[config.mk]
export PLATFORM = sky130hd
export DESIGN_NAME = periodic_interrupt_timer_unit
export DESIGN_NICKNAME = d
export VERILOG_FILES = /design/src/hw/rtl/pit_pkg.sv /design/src/hw/rtl/periodic_interrupt_timer_unit.sv /design/src/hw/rtl/pit_channel.sv
export SDC_FILE = /design/constraint.sdc
export NUM_CORES = 1
export LEC_CHECK = 0
export BUFFER_PORTS_ARGS = -buffer_cell sky130_fd_sc_hd__buf_2
export CAP_MARGIN = 20
export CORE_MARGIN = 1.5
export CORE_UTILIZATION = 56
export DETAILED_ROUTE_END_ITERATION = 7
export HOLD_SLACK_MARGIN = 0.03
export PLACE_DENSITY = 0.76
export SYNTH_ARGS = -nofsm -noshare
export SYNTH_HDL_FRONTEND = slang
export SYNTH_SLANG_ARGS = --single-unit
export TNS_END_PERCENT = 10
[constraint.sdc]
create_clock -name i_clk -period 7.7 [get_ports i_clk]
set_input_delay 2.31 -clock i_clk [delete_from_list [all_inputs] [get_ports i_clk]]
set_output_delay 2.31 -clock i_clk [all_outputs]
set_load 0.005 [all_outputs]
[src/hw/rtl/pit_pkg.sv]
// shared types, register map codes and defaults of the periodic interrupt timer
package pit_pkg;

    localparam int DEF_CHANNELS      = 4;
    localparam int DEF_COUNTER_WIDTH = 32;

    // transaction kinds
    localparam logic [1:0] MODE_TICK  = 2'd0;
    localparam logic [1:0] MODE_WRITE = 2'd1;
    localparam logic [1:0] MODE_READ  = 2'd2;

    // register offsets within a channel
    localparam logic [1:0] OFF_LOAD    = 2'd0;
    localparam logic [1:0] OFF_CURRENT = 2'd1;
    localparam logic [1:0] OFF_CONTROL = 2'd2;
    localparam logic [1:0] OFF_FLAG    = 2'd3;

    localparam logic [4:0] MODULE_INDEX = 5'd16;

    // bit positions in the control words
    localparam int BIT_TIMER_EN   = 0;
    localparam int BIT_IRQ_EN     = 1;
    localparam int BIT_FREEZE     = 0;
    localparam int BIT_MOD_DIS    = 1;
    localparam int BIT_FLAG_CLEAR = 0;

    typedef struct packed {
        logic [1:0]  mode;
        logic [4:0]  reg_index;
        logic [31:0] write_data;
        logic        debug_halt;
    } t_pit_in;

    typedef struct packed {
        logic [31:0] read_data;
        logic [3:0]  timer_flags;
        logic [3:0]  irq_lines;
    } t_pit_out;

    // per-channel strobes, valid only in the cycle of an accepted transaction
    typedef struct packed {
        logic tick;
        logic wr_load;
        logic wr_control;
        logic wr_flag;
    } t_chan_ctrl;

endpackage

[src/hw/rtl/periodic_interrupt_timer_unit.sv]
// top level of the periodic interrupt timer with its valid/ready transaction ports

// A multi-channel periodic interrupt timer driven by a stream of transactions:
// each transaction is a clock tick, a register write or a register read, and
// produces exactly one result carrying the read data (zero unless a read),
// the timeout flags and the interrupt lines as they stand after it. One
// transaction is accepted per clock cycle; all its work is a single pass of
// logic from the input into the state and the result register, so the
// throughput is one transaction per cycle while the output is not stalled,
// and the result is valid in the cycle after its transaction is accepted. A
// new transaction is taken in the same cycle as the waiting result leaves;
// while a result waits for the consumer the input is held off. After reset
// the module is disabled (module control bit 1 set) and all channels are
// stopped with zero load and count; ticks do nothing until software clears
// the disable bit. Channels beyond four are counted but do not appear in
// the flag and interrupt fields.
module periodic_interrupt_timer_unit
    import pit_pkg::*;
#(
    parameter int CHANNELS      = DEF_CHANNELS,
    parameter int COUNTER_WIDTH = DEF_COUNTER_WIDTH
) (
    input  logic     i_clk,
    input  logic     i_rst_n,
    input  logic     i_in_valid,
    output logic     o_in_ready,
    input  t_pit_in  i_in_data,
    output logic     o_out_valid,
    input  logic     i_out_ready,
    output t_pit_out o_out_data
);

    // module control
    logic r_disabled, n_disabled;
    logic r_freeze, n_freeze;

    // output register
    logic     r_out_valid;
    t_pit_out r_out, n_out;

    logic accept;
    logic is_tick, is_write, is_read;
    logic is_module;
    logic run_tick;
    logic [2:0] chan_sel;

    t_chan_ctrl        chan_ctrl [CHANNELS];
    logic [31:0]       chan_rd   [CHANNELS];
    logic [CHANNELS-1:0] next_flag;
    logic [CHANNELS-1:0] next_irq;

    // free slot in the result register, or the waiting result leaves now
    assign o_in_ready = !r_out_valid || i_out_ready;
    assign accept     = i_in_valid && o_in_ready;

    always_comb begin
        is_tick  = 1'b0;
        is_write = 1'b0;
        is_read  = 1'b0;
        unique case (i_in_data.mode)
            MODE_TICK:  is_tick  = 1'b1;
            MODE_WRITE: is_write = 1'b1;
            MODE_READ:  is_read  = 1'b1;
            default:    ; // unused mode changes nothing
        endcase
    end

    // module control at its index shadows any channel register there
    assign is_module = (i_in_data.reg_index == MODULE_INDEX);
    assign chan_sel  = i_in_data.reg_index[4:2];

    // ticks are dropped while disabled or frozen in debug
    assign run_tick = accept && is_tick && !r_disabled
                      && !(r_freeze && i_in_data.debug_halt);

    genvar c;
    generate
        for (c = 0; c < CHANNELS; c++) begin : g_chan
            logic hit;
            assign hit = !is_module && (chan_sel == 3'(c));

            always_comb begin
                chan_ctrl[c].tick       = run_tick;
                chan_ctrl[c].wr_load    = accept && is_write && hit
                                          && (i_in_data.reg_index[1:0] == OFF_LOAD);
                chan_ctrl[c].wr_control = accept && is_write && hit
                                          && (i_in_data.reg_index[1:0] == OFF_CONTROL);
                chan_ctrl[c].wr_flag    = accept && is_write && hit
                                          && (i_in_data.reg_index[1:0] == OFF_FLAG);
            end

            pit_channel #(
                .COUNTER_WIDTH(COUNTER_WIDTH)
            ) u_chan (
                .i_clk        (i_clk),
                .i_rst_n      (i_rst_n),
                .i_ctrl       (chan_ctrl[c]),
                .i_write_data (i_in_data.write_data),
                .i_offset     (i_in_data.reg_index[1:0]),
                .o_read_data  (chan_rd[c]),
                .o_next_flag  (next_flag[c]),
                .o_next_irq   (next_irq[c])
            );
        end
    endgenerate

    // module control register update
    always_comb begin
        n_disabled = r_disabled;
        n_freeze   = r_freeze;
        if (accept && is_write && is_module) begin
            n_disabled = i_in_data.write_data[BIT_MOD_DIS];
            n_freeze   = i_in_data.write_data[BIT_FREEZE];
        end
    end

    // result: read mux plus the flag and interrupt state after this transaction
    always_comb begin
        n_out = '0;
        if (is_read) begin
            if (is_module) begin
                n_out.read_data[BIT_MOD_DIS] = r_disabled;
                n_out.read_data[BIT_FREEZE]  = r_freeze;
            end else begin
                for (int k = 0; k < CHANNELS; k++) begin
                    if (chan_sel == 3'(k)) begin
                        n_out.read_data = n_out.read_data | chan_rd[k];
                    end
                end
            end
        end
        for (int k = 0; k < 4; k++) begin
            if (k < CHANNELS) begin
                n_out.timer_flags[k] = next_flag[k];
                n_out.irq_lines[k]   = next_irq[k];
            end
        end
    end

    always_ff @(posedge i_clk) begin
        if (!i_rst_n) begin
            r_disabled  <= 1'b1;
            r_freeze    <= 1'b0;
            r_out_valid <= 1'b0;
        end else begin
            r_disabled <= n_disabled;
            r_freeze   <= n_freeze;
            if (accept) begin
                r_out_valid <= 1'b1;
            end else if (i_out_ready) begin
                r_out_valid <= 1'b0;
            end
        end
    end

    // payload needs no reset
    always_ff @(posedge i_clk) begin
        if (accept) begin
            r_out <= n_out;
        end
    end

    assign o_out_valid = r_out_valid;
    assign o_out_data  = r_out;

endmodule

[src/hw/rtl/pit_channel.sv]
// one timer channel: load, count, enables and timeout flag
module pit_channel
    import pit_pkg::*;
#(
    parameter int COUNTER_WIDTH = DEF_COUNTER_WIDTH
) (
    input  logic        i_clk,
    input  logic        i_rst_n,
    input  t_chan_ctrl  i_ctrl,
    input  logic [31:0] i_write_data,
    input  logic [1:0]  i_offset,
    output logic [31:0] o_read_data,
    output logic        o_next_flag,
    output logic        o_next_irq
);

    logic [COUNTER_WIDTH-1:0] r_load, n_load;
    logic [COUNTER_WIDTH-1:0] r_count, n_count;
    logic                     r_en, n_en;
    logic                     r_ie, n_ie;
    logic                     r_flag, n_flag;

    always_comb begin
        n_load  = r_load;
        n_count = r_count;
        n_en    = r_en;
        n_ie    = r_ie;
        n_flag  = r_flag;
        if (i_ctrl.tick && r_en) begin
            if (r_count == '0) begin
                n_count = r_load;
                n_flag  = 1'b1;
            end else begin
                n_count = r_count - 1'b1;
            end
        end
        if (i_ctrl.wr_load) begin
            n_load = i_write_data[COUNTER_WIDTH-1:0];
        end
        if (i_ctrl.wr_control) begin
            // rising enable restarts from the load value
            if (i_write_data[BIT_TIMER_EN] && !r_en) begin
                n_count = r_load;
            end
            n_en = i_write_data[BIT_TIMER_EN];
            n_ie = i_write_data[BIT_IRQ_EN];
        end
        if (i_ctrl.wr_flag && i_write_data[BIT_FLAG_CLEAR]) begin
            n_flag = 1'b0;
        end
    end

    always_ff @(posedge i_clk) begin
        if (!i_rst_n) begin
            r_load  <= '0;
            r_count <= '0;
            r_en    <= 1'b0;
            r_ie    <= 1'b0;
            r_flag  <= 1'b0;
        end else begin
            r_load  <= n_load;
            r_count <= n_count;
            r_en    <= n_en;
            r_ie    <= n_ie;
            r_flag  <= n_flag;
        end
    end

    always_comb begin
        unique case (i_offset)
            OFF_LOAD:    o_read_data = 32'(r_load);
            OFF_CURRENT: o_read_data = 32'(r_count);
            OFF_CONTROL: o_read_data = {30'd0, r_ie, r_en};
            OFF_FLAG:    o_read_data = {31'd0, r_flag};
            default:     o_read_data = '0;
        endcase
    end

    assign o_next_flag = n_flag;
    assign o_next_irq  = n_flag & n_ie;

endmodule
* Yosys cells after proc, flatten, opt, wreduce, memory -nomap -nowiden
Index checks and enable logic that the tools add are counted.
W data, S select, Z words.
** Word-level totals
- Flip-flop bits (word level) :: 311
- Bits in latches :: 0
- Memory bits (writable) :: 0
- ROM bits :: 0
- Input port bits :: 44
- Output and inout bits :: 42
- Word-level logic and storage cells :: 157
- Memories :: 0
** Operators by class
- Add/subtract/negate cells :: 4
- $mul :: 0
- Divide/modulo/power cells :: 0
- Order comparisons :: 0
- Equal/unequal tests :: 9
- Shift operators :: 0
- Mux-type cells :: 52
- Bitwise logic cells :: 8
- Reduce and logical (&&, ||, !) cells :: 57
** Operators by type and width (number)
- $mux W32 :: 26
- $pmux W32 S4 :: 4
- $logic_not A32 Y1 :: 4
- $sub A32 B1 Y32 const B :: 4
- $or A32 B32 Y32 :: 3
- $logic_and A1 B1 Y1 :: 39
- $mux W1 :: 21
- $logic_not A1 Y1 :: 8
- $eq A2 B2 Y1 const B :: 3
- $eq A3 B2 Y1 const B :: 2
- $eq A5 B5 Y1 const B :: 1
- $and A1 B1 Y1 :: 4
- $eq A2 B1 Y1 const B :: 2
- $logic_not A2 Y1 :: 2
- $eq A3 B1 Y1 const B :: 1
- $logic_not A3 Y1 :: 1
- $mux W2 :: 1
- $reduce_bool A2 Y1 :: 1
- $reduce_or A2 Y1 :: 1
- $logic_or A1 B1 Y1 :: 1
- $not A1 Y1 :: 1

* Depth between registers and ports, before layout
Gate-level depths: netlist (run 1).
- Depth in word-level cells :: 16
- Mapped depth :: 10
- Gate-level depth less buffers :: 8

* Cells and area by module
Synthesis (run 1) repeated with hierarchy kept, for this count alone.
** Unflattened totals
- Cells, all modules :: 1894
- Area, all modules :: 17330.4 um^2
** Modules (own cells, without submodules)
- pit_channel (g_chan[1].u_chan ...) :: times used 3, cells an instance 428, area an instance 3713.6 um^2, seq. area each 1341.3 um^2
- pit_channel (g_chan[0].u_chan) :: times used 1, cells an instance 443, area an instance 3672.3 um^2, seq. area each 1341.3 um^2
- periodic_interrupt_timer_unit :: times used 1, cells an instance 167, area an instance 2517.4 um^2, seq. area each 1261.2 um^2

* Worst setup path after synthesis (run 1)
No wires, ideal clock.
- Path kind :: input to output
- From :: input port i_out_ready
- To :: output port o_in_ready
- Data arrival time :: 2.780 ns
- Slack :: 2.610 ns
- Stages :: 3
- Path buffers :: 1
- Path through :: nor2b_1 inv_1 clkbuf_1
** Between the ends
- Longest elaborated chain between the ends :: 1
** RTL lines
- start, declared :: RTL line periodic_interrupt_timer_unit.sv:29 : input logic i_out_ready,
- $logic_or A1 B1 Y1 :: RTL line periodic_interrupt_timer_unit.sv:53 : assign o_in_ready = !r_out_valid || i_out_ready;
- end, declared :: RTL line periodic_interrupt_timer_unit.sv:26 : output logic o_in_ready,
No other way between the ends.

* Final worst setup path (run 1)
Ends and elaborated chain as after synthesis.

==> key figures, run 1 <==
Floorplan
  • Cell Rows: 61
  • I/O pins: 86
  • Initial Util: 0.569
  • Die area: 29,200 um^2
  • Die X: between 150 and 200 um
  • Chip Height: roughly 170 um
  • CORE AREA: about 28,000 um^2

Routing
  • Routed len/inst: 21.4 um
  • DRC violation count after routing: 0
  • DR pass1 iterations: 7
  • Final WL: 49.2 mm
  • First-iteration detailed-routing DRC count: 1,836
  • Wl on met1: ~21 mm
  • Via total after detailed routing: 14,700
  • Met2 wire length: 21.4 mm
  • Max layer used: met4
  • Vias per cell: approximately 6.4
  • Number of routed nets with antenna violations: 0
  • Met3 routed WL: 4.44 mm

Final layout
  • Fill cells: roughly 2,400
  • Layout Cells excl Fill: between 2,000 and 2,500
  • Commonest cells after routing, fill and taps aside: nand2_1, dfxtp_1, a21oi_1
  • Commonest non-fill, non-tap cell in the layout: nand2_1
  • Ant. Diodes: 0
  • Storage cell area: 6630 um^2
  • Nets@finish: 1,947
  • Layout cell share with drive strength beyond 1: 0.0952
  • Area of the multi-input gates: 8530 um^2
  • Area grow syn2layout: 10.4%

Synth
  • Count of cell types in the netlist: just over 60
  • Ys async rst share: 0
  • Synth warn: 0
  • Syn Inst Count: 1,890
  • Avg Inst Size Synth: 8.34 um^2
  • Ys flop type: dfxtp_1
  • Sequential area share after synthesis: 0.420
  • Cell Area, Synth: 15,800 um^2
  • FF+latch count, synth: 311
  • EDFF count, synth: 40
  • Syn nets: ~1,900

Worst setup path
  • Worst reg2reg path depth: 6
  • Reg2reg start: g_chan[0].u_chan.r_count[14]
  • R2R Path End: g_chan[0].u_chan.r_count[26]
  • Crit path DAT: 3.13 ns
  • R2r setup slk: ~4.2 ns
  • Critical path class: input port to output port
  • Worst Setup End Kind: output port
  • Nature of the critical path startpoint: input port
  • Worst-path fanout max: 15
  • Worst Path Required: roughly 5.4 ns

Global route
  • Largest net degree at the start of global routing: 94
  • Initial antenna violation count: 1
  • Grt ovf: 0
  • Vias in the first global route: 13,600
  • Gr usage total: 0.338
  • First-pass GRT wire length: about 76 mm

Clocking
  • Htree depth: 2
  • CTS sink count: 311
  • Post-CTS Resized: 0
  • Setup bufs post-CTS: 0
  • Worst skew pair latency: roughly 0.53 ns
  • TritonCTS Buffers: 35
  • Clk buf depth: 3
  • TritonCTS clock tree: yes
  • Hold_buf cts: 0
  • Clock transition at the registers of the reported paths: 0.06 ns
  • CTS root buffer: clkbuf_16

Worst hold path
  • Hold Crit Class: register to register
  • Beginning of the worst hold path: g_chan[0].u_chan.r_load[1]
  • Hold Crit Endpoint: g_chan[0].u_chan.r_load[1]
  • Worst Hold Depth: 2

Placed design
  • Inst Count DP: 2,235
  • Routability cong.: 0.918
  • Port-buffer cells: 85
  • Post-DP HPWL: 32.7 mm

STA
  • RSZ-0062 raised after global routing: no
  • Actual slew at the worst max-slew pin: between 1 and 1.5 ns
  • Setup tns final: 0 ns
  • Final max-slew violation count: 0
  • Final setup vio count: 0
  • Hold WS: 0.465 ns
  • Fin crit share: 0.706
  • Clock skew: 0.0180 ns
  • Slew HR: 0.271
  • Fmax: roughly 180 MHz
  • Final hold vios: 0
  • Clock period minus worst slack: 5.44 ns

Power
  • PwrDens: 200 nW/um^2
  • Pwr Total: around 0.0035 W
  • Static leakage: 6.43 nW
  • Worst vdd ir: ~0.14 mV

Status
  • Outcome: completed

Job
  • Maxcap violations: 0
[area by class of cell]
class	count	share of cell area
multi-input combinational	1425	0.490
sequential	311	0.381
clock buffer	45	0.0561
timing repair buffer	105	0.0333
tap	378	0.0272
clock inverter	19	0.00855
inverter	17	0.00395
[kinds of logic after synthesis]
| kind of cell | share of synthesized area |
|---|---|
| mux | 0.0953 |
| simple gates | 0.201 |
| xor+xnor | 0.0533 |
| buf+inv | 0.0394 |
| flops | 0.420 |
| fa+ha+maj | 0.00635 |
| compound gates | 0.184 |
[per-stage QoR]
stage	cell area [um^2]	setup WS, ns	util
final	17400	2.26	0.628
after global routing	17400	2.20	0.628
after CTS	17400	2.29	0.628
after detailed placement	16300	2.21	0.587
after global placement	16300	2.29	0.587
after floorplan	15800	2.61	-
[registers in the layout (all words and copies together), names as in the netlist]
name	flops
g_chan.u_chan.r_count	128
g_chan.u_chan.r_load	128
o_out_data	40
g_chan.u_chan.r_en	4
g_chan.u_chan.r_flag	4
g_chan.u_chan.r_ie	4
o_out_valid	1
r_disabled	1
r_freeze	1
[critical path: stages]
cell	delay [ns]
buf_2	0.10
nor2b_1	0.21
inv_1	0.29
buf_2	0.22
[synthesized netlist by cell type, drive strengths merged, types with 8 or more instances]
cell type / count / area, um^2
a211oi: 22 / 165
a21oi: 230 / 1150
a31oi: 8 / 50.1
and3: 11 / 68.8
buf: 21 / 121
clkbuf: 116 / 435
dfxtp: 271 / 5430
edfxtp: 40 / 1200
ha: 8 / 100
inv: 17 / 63.8
mux2i: 140 / 1400
nand2: 317 / 1190
nand3: 22 / 110
nand4: 20 / 125
nor2: 107 / 402
nor2b: 9 / 56.3
nor3: 56 / 280
nor4: 48 / 313
o21a: 33 / 248
o21ai: 88 / 440
o221ai: 16 / 140
o22ai: 67 / 419
or3: 27 / 169
or4: 20 / 154
xnor2: 67 / 587
xor2: 29 / 254
[routing by layer]
metal	up-vias	track usage
met5	-	0
met4	0	0.166
met3	143	0.0511
met2	799	0.520
met1	6921	0.463
li1	6816	-
[worst max-delay path by stage]
stage / start / slack, ns / depth (start not counted) / endpoint
floorplan: i_out_ready / 2.61 / 3 / o_in_ready
global placement: i_in_data[33] / 2.29 / 7 / g_chan[1].u_chan.r_load[6]
detailed placement: i_in_data[33] / 2.21 / 7 / g_chan[3].u_chan.r_load[18]
CTS: i_out_ready / 2.29 / 4 / o_in_ready
global route: i_out_ready / 2.20 / 4 / o_in_ready
finish: i_out_ready / 2.26 / 4 / o_in_ready
[where the power goes]
group	total (W)	switching (W)	internal, W
combinational	0.000167	0.000117	0.0000492
sequential	0.00166	0.00000739	0.00165
clock	0.00165	0.000690	0.000965
Note: power is estimated with default switching activity, not from simulation.
==> run 2: changes to the inputs <==
- PLACE_DENSITY: 0.76 -> 0.79
- clock period: 7.7 -> 4.5 ns (I/O delays scaled with it)
==> run 2 against run 1 <==
Effect of this change: combinational power is 76% higher; core utilization grew 0.45 points; die area is the same; routed wire length down 0.31%.
==> key figures, run 2 (same netlist as run 1, synthesis figures left out) <==
Power
  • Sequential share of power: 0.468 (-0.009)
  • Worst vdd ir: 0.276 mV (+93%)
  • Clock power frac: 0.484 (+0.009)
  • Comb pwr share: 0.048 (about the same)
  • Static leakage: 6.48 nW (+0.89%)
  • PwrDens: 346 nW/um^2 (+73%)
  • Int Pwr: 0.00470 W (+76%)
  • Sw Ratio: 0.225 (-0.00882)
  • Switching power: 0.00137 W (+68%)

Clocking
  • Clock transition at the registers of the reported paths: 0.06 ns (about the same)
  • Htree depth: 2 (unchanged)
  • Worst skew pair latency: 0.52 ns (about the same)
  • Post-CTS Resized: 0 (unchanged)
  • CTS sink count: 311 (unchanged)
  • Hold_buf cts: 0 (unchanged)
  • Clk buf depth: 3 (unchanged)
  • CTS root buffer: clkbuf_16
  • Setup bufs post-CTS: 0 (unchanged)
  • TritonCTS Buffers: 34 (-2.9%)
  • TritonCTS clock tree: yes

Worst setup path
  • Number of cells on the critical path: 6 (+2)
  • Critical path class: input port to output port
  • Max incr delay on CP: 0.18 ns (-0.11 ns)
  • Worst Setup End Kind: output port
  • Crit path to: o_in_ready
  • Worst-path fanout max: 9 (-6)
  • CP Cell Sequence: buf_2 -> nor2b_1 -> buf_4 -> inv_1 -> buf_4 -> buf_2
  • Critical path's slowest cell: buf_4
  • Crit path DAT: 2.14 ns (-0.99 ns)
  • Reg2reg start: g_chan[0].u_chan.r_count[18]
  • Worst Path Required: 3.15 ns (-2.24 ns)
  • Nature of the critical path startpoint: input port
  • Family with the most delay on the worst path: buffers and inverters
  • CP Launch Point: i_out_ready
  • R2R Path End: g_chan[0].u_chan.r_count[28]
  • R2r setup slk: 1.10 ns (-3.06 ns)
  • Worst reg2reg path depth: 6 (unchanged)
  • Buf/Inv on CP: 5 (+2)

Final layout
  • Ant. Diodes: 0 (unchanged)
  • Commonest cells after routing, fill and taps aside: nand2_1, dfxtp_1, a21oi_1
  • Layout cell share with drive strength beyond 1: 0.0985 (+0.00333)
  • Area grow syn2layout: 11.2%
  • Fill cells: 2,371 (-0.96%)
  • Commonest non-fill, non-tap cell in the layout: nand2_1
  • Nets@finish: 1,955 (+0.41%)

STA
  • RSZ-0062 raised after global routing: no
  • Slew HR: 0.276 (+0.00505)
  • Fmax: ~290 MHz
  • Fin crit share: 0.776
  • Actual slew at the worst max-slew pin: 1.09 ns (-0.00758 ns)
  • Final max-slew violation count: 0 (unchanged)
  • Hold WS: 0.465 ns (-0.000526 ns)
  • Final setup vio count: 0 (unchanged)
  • Final hold vios: 0 (unchanged)
  • Clock period minus worst slack: 3.49 ns
  • Clock skew: 0.0219 ns (+0.00390 ns)
  • Setup tns final: 0 ns (unchanged)

Job
  • Maxcap violations: 0 (unchanged)

Placed design
  • Routability cong.: 0.971 (+5.8%)
  • Port-buffer cells: 85 (unchanged)
  • Post-DP HPWL: 33.3 mm (+1.9%)

Floorplan
  • Initial Util: 0.569 (unchanged)
  • Cell Rows: 61 (unchanged)
  • Die area: 29,200 um^2 (unchanged)
  • Chip Height: 171 um (unchanged)
  • Die X: 171 um (unchanged)
  • CORE AREA: 27,700 um^2 (unchanged)
  • I/O pins: 86 (unchanged)

Routing
  • Routed len/inst: 21.3 um (-0.57%)
  • Number of routed nets with antenna violations: 0 (unchanged)
  • First-iteration detailed-routing DRC count: 1,861 (+1.4%)
  • Final WL: 49.1 mm (-0.31%)
  • Vias per cell: 6.40 (+0.26%)
  • DR pass1 iterations: 6 (-1)
  • DRC violation count after routing: 0 (unchanged)
  • Via total after detailed routing: 14,800 (+0.52%)

Global route
  • Gr usage total: 0.333 (-0.00456)
  • Vias in the first global route: 13,300 (-1.9%)
  • First-pass GRT wire length: 75.4 mm (-1.2%)
  • Largest net degree at the start of global routing: 131 (+39%)
  • Initial antenna violation count: 0 (-1)
  • Grt ovf: 0 (unchanged)

Worst hold path
  • Hold Crit Class: register to register
  • Beginning of the worst hold path: g_chan[2].u_chan.r_load[21]
  • Worst Hold Depth: 2 (unchanged)

Status
  • Outcome: completed
## run 2: metrics by stage
step	instances	power [W]	cell area, um^2	utilization	setup WS, ns
after floorplan	1890	0.00306	15800	-	0.990
after global placement	2245	0.00318	16400	0.591	0.836
after detailed placement	2245	0.00318	16400	0.591	0.701
after CTS	2306	0.00607	17500	0.633	1.02
after global routing	2306	0.00619	17500	0.633	0.950
final	2306	0.00607	17500	0.633	1.01
## run 2: how the worst min path moves through the flow
| stage | to | slack [ns] |
|---|---|---|
| 2_1_floorplan | g_chan[2].u_chan.r_load[1] | 0.45 |
| 3_3_place_gp | g_chan[0].u_chan.r_load[10] | 0.45 |
| 3_5_place_dp | g_chan[3].u_chan.r_load[20] | 0.46 |
| 4_1_cts | g_chan[2].u_chan.r_load[1] | 0.47 |
| 5_1_grt | g_chan[2].u_chan.r_load[15] | 0.48 |
| 6_report | g_chan[2].u_chan.r_load[21] | 0.46 |
## run 2: area by class of cell
class | count | area, um^2 | area share
clock buffer | 49 | 968 | 0.0552
clock inverter | 12 | 188 | 0.0107
inverter | 17 | 68.8 | 0.00393
multi-input combinational | 1425 | 8530 | 0.487
sequential | 311 | 6630 | 0.378
tap | 378 | 473 | 0.0270
timing repair buffer | 114 | 674 | 0.0385
## run 2: power by group through the flow
stage | sequential (W) | clock (W) | combinational [W]
final | 0.00284 | 0.00294 | 0.000294
after global routing | 0.00284 | 0.00305 | 0.000306
after CTS | 0.00284 | 0.00294 | 0.000285
after detailed placement | 0.00290 | 0 | 0.000284
after global placement | 0.00290 | 0 | 0.000280
after floorplan | 0.00290 | 0 | 0.000162
## run 2: worst register-to-register path, stage by stage (launching register included)
cell and delay, ns:
dfxtp_1 0.36, nor4_1 0.62, nand3_1 0.49, or3_1 0.58
o31a_2 0.73, o21ai_0 0.40, a21oi_1 0.08
## run 2: layer usage
metal  share of wire  up-vias  track usage
met5               0        -            0
met1            0.41     6882        0.457
li1                -     6829            -
met2            0.44      878        0.520
met3           0.095      167       0.0442
met4           0.052        0        0.160
